<file path="config.mk">
export PLATFORM = sky130hd
export DESIGN_NAME = kvt_or_tree
export DESIGN_NICKNAME = d
export VERILOG_FILES = /design/src/rtl/core/kvt_or_tree.sv
export SDC_FILE = /design/constraint.sdc
export NUM_CORES = 1
export LEC_CHECK = 0
export BUFFER_PORTS_ARGS = -buffer_cell sky130_fd_sc_hd__buf_2
export CAP_MARGIN = 20
export CORE_AREA = 2 2 478 480
export DETAILED_ROUTE_END_ITERATION = 8
export DIE_AREA = 0 0 480 482
export PLACE_DENSITY = 0.3
export REMOVE_ABC_BUFFERS = 1
export SYNTH_ARGS = -nofsm -noshare
export SYNTH_HDL_FRONTEND = slang
export SYNTH_SLANG_ARGS = --single-unit
</file>
<file path="constraint.sdc">
create_clock -name clk -period 2.8 [get_ports clk]
set_clock_uncertainty 0.05 [all_clocks]
set_input_delay 0.28 -clock clk [delete_from_list [all_inputs] [get_ports clk]]
set_output_delay 0.28 -clock clk [all_outputs]
set_load 0.01 [all_outputs]
</file>
<file path="src/rtl/core/kvt_or_tree.sv">
// ----------------------------------------------------------------------------
// kvt_or_tree
// Registered one-hot reduction: flags whether any input hit and passes on
// the data word of the hitting input.
// ----------------------------------------------------------------------------
module kvt_or_tree #(
  parameter int N = 16,
  parameter int W = 72
) (
  input  logic                clk,
  input  logic [N-1:0]        hit,
  input  logic [N-1:0][W-1:0] data,
  output logic                any,
  output logic [W-1:0]        sel
);

  logic         any_c;
  logic [W-1:0] sel_c;

  // at most one hit, so an AND-OR select is exact
  always_comb begin
    any_c = 1'b0;
    sel_c = '0;
    for (int i = 0; i < N; i++) begin
      any_c = any_c | hit[i];
      sel_c = sel_c | (data[i] & {W{hit[i]}});
    end
  end

  always_ff @(posedge clk) begin
    any <= any_c;
    sel <= sel_c;
  end

endmodule

</file>
==> impl_metrics.csv <==
group,metric,value,unit
worst_setup_path,path_cells,"buf_6, buf_4, a22o_1, a221oi_1, nand4_1, dlygate4sd3_1",
timing,relSlewSlack,9.443,%
detailed_routing,vias,18590,
power,swShare,46.15,%
worst_setup_path,path_buf_inv,3,
power,clockPowerShare,30.7,%
synth,avgSynthCellArea,9.454,um2
worst_setup_path,path_class,"input pin to flop",
worst_setup_path,startpoint_type,"input pin",
worst_setup_path,critPathRequiredTime,3.10,ns
floorplanning,row_count,175,
layout,areaGrowthSynthToFinish,150.7,%
worst_setup_path,critPathMaxFanout,37,
layout,drive_gt1_share,62.40,%
timing,setup_viol,0,
timing,hold_viol,0,
synth,ys_warn_count,0,
layout,fin_nets,3398,
worst_setup_path,cp.arrival,3.09,ns
global_routing,grt.total_usage,18.75,%
cts,numCtsBuffers,9,
global_routing,grt_max_degree,50,
timing,setup_tns,0,ns
floorplanning,die_area,231400,um2
detailed_routing,ant_nets,0,
power,internal_power,3.125,mW
synth,ys_seq_elements,73,
synth,yosysSeqAreaShare,18.10,%
cts,clk_pin_slew,0.11,ns
power,p_leak,8.284,nW
global_routing,antenna_found_initial,443,
layout,layoutNonFillerInstCount,5365,
power,p_comb_share,51.1,%
detailed_routing,wl_per_cell,42.30,um
detailed_routing,drc,0,
layout,layout_common_cells,"1225 x buf_2, 288 x a221oi_1, 216 x a22o_1, 185 x dlygate4sd3_1",
floorplanning,pin_count,1242,
timing,max_clock_freq,359.5,MHz
floorplanning,die_height,482,um
global_routing,grt_pass1_wl,262000,um
cts,cts.sinks,73,
worst_setup_path,crit_family,"compound AO/OA/AOI/OAI gates",
worst_setup_path,endpoint_kind,"flop",
detailed_routing,drt_pass1_iterations,7,
cts,h-tree-depth,3,
synth,synth_area,8074,um2
flow_run,drv_cap,0,
floorplanning,start_util,3.566,%
placement,globalplace.congestion,0.9324,
power,p_seq_share,18.2,%
layout,multi_input_area,5617,um2
detailed_routing,viasPerCell,3.464,
cts,cts_tree,"yes",
hold_path,holdCritPathClass,"input pin to flop",
timing,rsz0062_at_grt,"false",
placement,dp_cells,5042,
cts,clockBufferDepth,2,
floorplanning,core_area,226400,um2
global_routing,overflow,0,
timing,fin_crit_sh,99.33,%
outcome,status,"complete, no violations",
floorplanning,dieWidth,480,um
timing,worst_pin_slew,1.358,ns
cts,clock-root-buffer,"clkbuf_16",
timing,drv_slew,0,
detailed_routing,first_iter_violations,1881,
cts,post_cts_resize_count,0,
synth,yosysUniqueCellTypes,12,
global_routing,first_global_vias,17120,
synth,netlist_instances,854,
power,ir_worst_vdd,0.0002485,V
detailed_routing,wl,227000,um
layout,layout_commonest_cell,"buf_2",
layout,fillers,26840,
power,power.switching,2.679,mW
placement,portBuffers,1241,
worst_setup_path,slowest_delay,1.10,ns
timing,layout_min_cycle_time,2.781,ns
worst_setup_path,crit_path_top_delay_cell,"a221oi_1",
placement,dpl.hpwl,199800,um
power,power_density,286.7,nW/um2
layout,seqCellArea,1461,um2
==> logic make-up after synthesis <==
family                 count (synthesis)  share of synthesized area [%]
AND/OR/NAND/NOR                       77                          5.966
flip-flops                            73                          18.10
buffers and inverters                128                          12.34
AO/OA/AOI/OAI                        576                          63.60
==> state kept, by name, summed over array words and instances, names as in the netlist <==
register and flops:
sel 72, any 1
==> per-layer routing <==
metal	global-route usage (%)	part of all wire (%)	up-vias
met5	0	0.63	-
met4	5.332	4.0	220
met3	9.060	13	724
met2	30.91	45	1908
met1	21.38	37	8762
li1	-	-	6971
==> final cells by class <==
cell class,count,area share [%]
sequential,73,7.220
tap,3009,18.60
clock inverter,6,0.4574
timing repair buffer,1492,43.33
antenna,122,1.508
clock buffer,10,1.131
multi-input combinational,653,27.75
==> power groups by stage <==
stage / Sequential, mW / Clock, mW / Combinational (mW)
2_1_floorplan: 1.08 / 0 / 0.581
3_3_place_gp: 1.08 / 0 / 2.76
3_5_place_dp: 1.08 / 0 / 2.77
4_1_cts: 1.06 / 1.97 / 3.00
5_1_grt: 1.06 / 1.91 / 3.10
6_report: 1.06 / 1.78 / 2.97
==> tightest hold or removal path, cell delays in order <==
cell      delay (ns)
buf_2           0.08
a221oi_1        0.10
nand4_1         0.10
==> per-stage QoR <==
stage | instance area, um2 | hold WS (ns) | total power, mW | worst slack, ns | util (%)
after floorplan | 7078 | 0.3334 | 1.664 | 1.824 | -
after global placement | 17740 | 0.4560 | 3.836 | 0.07236 | 7.835
after detailed placement | 17760 | 0.4641 | 3.854 | 0.09898 | 7.845
after CTS | 19940 | 0.0005919 | 6.023 | 0.1618 | 8.805
after global routing | 20100 | 0.04034 | 6.065 | 0.04281 | 8.876
final | 20240 | 0.06013 | 5.804 | 0.01863 | 8.940
==> path summary, 6_finish.rpt <==
kind,from,endpoint,slack [ns],depth (start not counted)
worst max-delay path,hit[1],sel[3],0.02,6
worst min-delay path,data[682],sel[34],0.06,3
==> cells in the mapped netlist <==
library cell | count | area [um2]
dfxtp_1 | 73 | 1461
buf_1 | 18 | 67.56
buf_2 | 7 | 35.03
a22o_2 | 72 | 720.7
buf_4 | 1 | 7.510
clkbuf_1 | 32 | 120.1
clkbuf_4 | 6 | 45.04
nor4_1 | 4 | 25.02
nand4_1 | 73 | 456.7
buf_6 | 64 | 720.7
a221oi_1 | 288 | 2522
a22o_1 | 216 | 1892
==> repair_timing <==
| action | CTS | global route |
|---|---|---|
| hold buffers | 185 | 0 |
| hold endpoints to repair | 68 | 0 |
| setup buffers | 0 | 0 |
Power figures use the tool's default switching activity.
