## src/rtl/core/kvt_pkg.sv

```systemverilog
// ----------------------------------------------------------------------------
// kvt_pkg
// Shared types and codes for the key/value table engine: request and
// response words, cell write controls and operation codes.
// ----------------------------------------------------------------------------
package kvt_pkg;

  localparam int KEY_W  = 32;
  localparam int VAL_W  = 32;
  localparam int FUNC_W = 3;
  localparam int POS_W  = 8;
  localparam int CNT_W  = 9;

  // operation codes
  localparam logic [FUNC_W-1:0] OP_INSERT   = 3'd0;
  localparam logic [FUNC_W-1:0] OP_UPDATE   = 3'd1;
  localparam logic [FUNC_W-1:0] OP_UPSERT   = 3'd2;
  localparam logic [FUNC_W-1:0] OP_ERASE    = 3'd3;
  localparam logic [FUNC_W-1:0] OP_FIND_KEY = 3'd4;
  localparam logic [FUNC_W-1:0] OP_FIND_POS = 3'd5;

  // cells per first-level reduction group
  localparam int GRP = 16;

  typedef struct packed {
    logic [FUNC_W-1:0] func;
    logic [KEY_W-1:0]  key;
    logic [VAL_W-1:0]  new_value;
    logic [POS_W-1:0]  position;
  } kvt_req_t;

  typedef struct packed {
    logic             ok;
    logic [KEY_W-1:0] out_key;
    logic [VAL_W-1:0] out_value;
    logic [CNT_W-1:0] count;
  } kvt_rsp_t;

  // write controls broadcast to every cell
  typedef struct packed {
    logic append;
    logic update;
    logic erase;
  } kvt_apply_t;

endpackage

```

## src/rtl/core/kvt_cell.sv

```systemverilog
// ----------------------------------------------------------------------------
// kvt_cell
// One table entry: holds a key and value, compares against the broadcast
// request, and takes its upper neighbor's entry during an erase shift.
// ----------------------------------------------------------------------------
module kvt_cell #(
  parameter int INDEX    = 0,
  parameter int CNT_BITS = 9
) (
  input  logic                      clk,
  input  logic                      rst,
  input  logic                      cmp_en,
  input  kvt_pkg::kvt_req_t         req,
  input  logic                      use_pos,
  input  logic [CNT_BITS-1:0]       count,
  input  kvt_pkg::kvt_apply_t       apply,
  input  logic [CNT_BITS-1:0]       hit_pos,
  input  logic [kvt_pkg::KEY_W-1:0] nb_key,
  input  logic [kvt_pkg::VAL_W-1:0] nb_val,
  output logic [kvt_pkg::KEY_W-1:0] key_q,
  output logic [kvt_pkg::VAL_W-1:0] val_q,
  output logic                      hit
);
  import kvt_pkg::*;

  localparam int PW = (CNT_BITS > POS_W) ? CNT_BITS : POS_W;
  localparam logic [CNT_BITS-1:0] ME  = CNT_BITS'(INDEX);
  localparam logic [CNT_BITS-1:0] ME1 = CNT_BITS'(INDEX + 1);
  localparam logic [PW-1:0]       MEP = PW'(INDEX);

  logic live;
  logic pos_eq;

  assign live   = ME < count;
  assign pos_eq = PW'(req.position) == MEP;

  // match flag, held until the next compare
  always_ff @(posedge clk) begin
    if (rst) begin
      hit <= 1'b0;
    end else if (cmp_en) begin
      hit <= live && (use_pos ? pos_eq : (key_q == req.key));
    end
  end

  // entry contents
  always_ff @(posedge clk) begin
    priority if (apply.append && (ME == count)) begin
      key_q <= req.key;
      val_q <= req.new_value;
    end else if (apply.update && hit) begin
      val_q <= req.new_value;
    end else if (apply.erase && (ME >= hit_pos) && (ME1 < count)) begin
      key_q <= nb_key;
      val_q <= nb_val;
    end else begin
      // no write this cycle
      key_q <= key_q;
      val_q <= val_q;
    end
  end

endmodule

```

## config.mk

```make
export PLATFORM = sky130hd
export DESIGN_NAME = kvt_cell
export DESIGN_NICKNAME = d
export VERILOG_FILES = /design/src/rtl/core/kvt_pkg.sv /design/src/rtl/core/kvt_cell.sv
export SDC_FILE = /design/constraint.sdc
export NUM_CORES = 1
export LEC_CHECK = 0
export BUFFER_PORTS_ARGS = -buffer_cell sky130_fd_sc_hd__buf_2
export CAP_MARGIN = 20
export CORE_AREA = 2 2 103 80
export CTS_CLUSTER_DIAMETER = 40
export DETAILED_ROUTE_END_ITERATION = 7
export DIE_AREA = 0 0 105 82
export GPL_TIMING_DRIVEN = 0
export PLACE_DENSITY = 0.88
export SETUP_SLACK_MARGIN = 0.02
export SLEW_MARGIN = 5
export SYNTH_ARGS = -nofsm -noshare
export SYNTH_HDL_FRONTEND = slang
export SYNTH_SLANG_ARGS = --single-unit
export TNS_END_PERCENT = 5
```

## constraint.sdc

```tcl
create_clock -name clk -period 6.7 [get_ports clk]
set_clock_uncertainty 0.15 [all_clocks]
set_input_delay 1.34 -clock clk [delete_from_list [all_inputs] [get_ports clk]]
set_output_delay 1.34 -clock clk [all_outputs]
set_load 0.02 [all_outputs]
```

==> summary.txt <==
Route
  • Via density: 4.766
  • Post-route ant nets: 0
  • 1st-iter DRT viols: 70
  • Detailed Routing Iterations Pass 1: 4
  • WL final: 9.185 mm
  • Post-route DRC violation count: 0
  • WL per Instance: 16.92 um
  • DR vias: 2588

Run status
  • Status: finished, final reports clean

Synthesis
  • Flops & latches, synth: 65
  • Post-synthesis async set-or-reset flop share: 0%
  • Register area share after synthesis: 58.65%
  • Post-synth EDFFs: 64
  • Predominant post-synthesis flop cell: edfxtp_1
  • Area share of the largest cell type after synthesis: 58.05%
  • Cells after synthesis: 197
  • Commonest cells post-synth: edfxtp_1, mux2_2, xnor2_1
  • Syn avg cell area: 16.81 sq um
  • Synth area leader: edfxtp_1
  • Syn Nets: 361
  • Synth area leaders: edfxtp_1, mux2_4, mux2_2
  • Yosys cell types: 22
  • Top-count cell post-synth: edfxtp_1
  • Total number of yosys warnings: 0
  • Post-Syn Area: 3311 sq um

CTS
  • Root buffer cell: clkbuf_8
  • TritonCTS clock tree: yes
  • CTS buffer count: 9
  • Post_cts resized: 0
  • Clock slew at reported path FFs: 0.07 ns
  • CTS max path bufs: 2
  • # Post-CTS Setup Buffers: 0
  • Htree depth: 3
  • Clock sink total: 65
  • Clk Latency, worst-skew pair: 0.33 ns
  • Hold_buf cts: 0

Worst setup path
  • Worst Setup SP: count[5]
  • R2R Path Start: hit$_SDFFE_PP0P_
  • CP Data Required Time: 6.58 ns
  • CP Capture Type: flop
  • Crit start category: input pin
  • CP max FO: 21
  • Setup CP Type: in -> reg
  • CP arrival: 3.31 ns

Finish
  • # diodes: 0
  • Fillers: 638
  • Layout cells sized above 1: 70.78%
  • NumNets Final: 599
  • Design Area, Final: 4800 sq um
  • Layout area overhead: 44.97%

Global routing
  • Total global routing overflow: 0
  • Initial antenna violation count: 0
  • Gr usage total: 21.46%
  • Number of global-route vias before repair: 2828
  • First-pass GRT wire length: 13.72 mm
  • Largest net degree at the start of global routing: 28

Placement
  • Routability cong.: 0.8373
  • Dpl hpwl: 7.503 mm
  • Cell Area, Placed: 4627 sq um
  • Port Buf Inserts: 225
  • Dpl ws: 2.855 ns

Floorplanning
  • Initial core utilization: 43.35%
  • CORE AREA: 7637 sq um
  • # rows: 28
  • IO Pins: 229
  • Die Height: 82 um
  • Area of the die: 8610 sq um
  • Chip width: 105 um

Hold path
  • Type of the worst min-delay path: reg -> reg
  • Hold Startpoint: hit$_SDFFE_PP0P_

STA
  • Worst hold slack: 0.5824 ns
  • Final Hold Fails: 0
  • # setup viols final: 0
  • RSZ-0062 raised after global routing: no
  • Worst-Margin Slew: 0.7469 ns
  • Fmax: 292.2 MHz
  • Slew Viols, Final: 0
  • Setup WS post-layout: 3.278 ns
  • Final period util: 51.07%
  • TNS Setup: 0 ns
  • Fin crit period: 3.422 ns
  • Slew margin rel.: 50.21%

Power
  • Total power: 0.8645 mW
  • VDD IR-drop max: 0.0001142 V
  • Static leakage: 2.151 nW
  • PwrDens: 180.1 nW/um^2

Flow run
  • Max cap viols: 0
[final timing paths]
path                                             to  slack (ns)  cells after the start
worst max-delay path            val_q[10]$_DFFE_PP_        3.28                      7
worst min-delay path               hit$_SDFFE_PP0P_        0.58                      3
worst max register to register  val_q[10]$_DFFE_PP_        4.67                      4
worst min register to register     hit$_SDFFE_PP0P_        0.58                      3
[cell usage in the layout, fill, tap and decap left out, types with 2 or more instances in the layout]
master | netlist | final
buf_1 | 3 | 3
xnor2_1 | 32 | 32
buf_6 | 3 | 3
nor4_1 | 5 | 5
clkbuf_8 | 0 | 9
buf_2 | 0 | 225
edfxtp_1 | 64 | 64
nand4_1 | 9 | 9
mux2_2 | 35 | 35
nand2_1 | 3 | 3
nor4_2 | 2 | 2
clkinv_1 | 0 | 3
mux2_4 | 29 | 29
[metrics by stage]
step	util [%]	std cells
finish	62.84	543
floorplan	-	197
detailed placement	60.58	529
global route	62.84	543
CTS	62.84	543
global placement	59.81	527
[kinds of logic (layout without fill, tap and decap cells)]
kind of cell,after synthesis,count (layout),share of synthesized area [%]
AOI/OAI and AO/OA,5,5,1.360
xor gates and xnor gates,32,32,8.466
buffers and inverters,6,247,1.360
DFF,65,65,58.65
muxes,64,64,25.06
and+or+nand+nor,25,25,5.102
[power breakdown]
part / switching (mW) / internal (mW) / total (mW)
Sequential: 0.00105 / 0.451 / 0.452
Combinational: 0.0387 / 0.0676 / 0.106
Clock: 0.142 / 0.164 / 0.306
Total: 0.182 / 0.682 / 0.864
[state kept, by name, indices dropped and copies added (netlist names)]
register  count
key_q        32
hit           1
val_q        32
[area by class of cell]
class / count / area, sq um / area share (%)
Sequential cell: 65 / 1942 / 40.46
Multi-Input combinational cell: 126 / 1335 / 27.82
Timing Repair Buffer: 227 / 1174 / 24.45
Tap cell: 105 / 131.4 / 2.737
Clock buffer: 9 / 123.9 / 2.581
Clock inverter: 5 / 48.80 / 1.017
Buffer: 6 / 45.04 / 0.9385
[worst max-delay path, cell delays in order]
cell and delay [ns]:
buf_2 0.10, nor4_2 0.40, nand4b_2 0.29, a21boi_4 0.27, buf_6 0.19, nand2_1 0.46, buf_16 0.24
[routing by layer]
| layer | GRT usage, % | wire length [um] | vias to the layer above |
|---|---|---|---|
| li1 | - | - | 1243 |
| met1 | 23.08 | 3510 | 1197 |
| met2 | 40.06 | 4858 | 131 |
| met3 | 6.032 | 627 | 17 |
| met4 | 9.733 | 188 | 0 |
| met5 | 0 | 0 | - |
(Power assumes the default switching activity.)
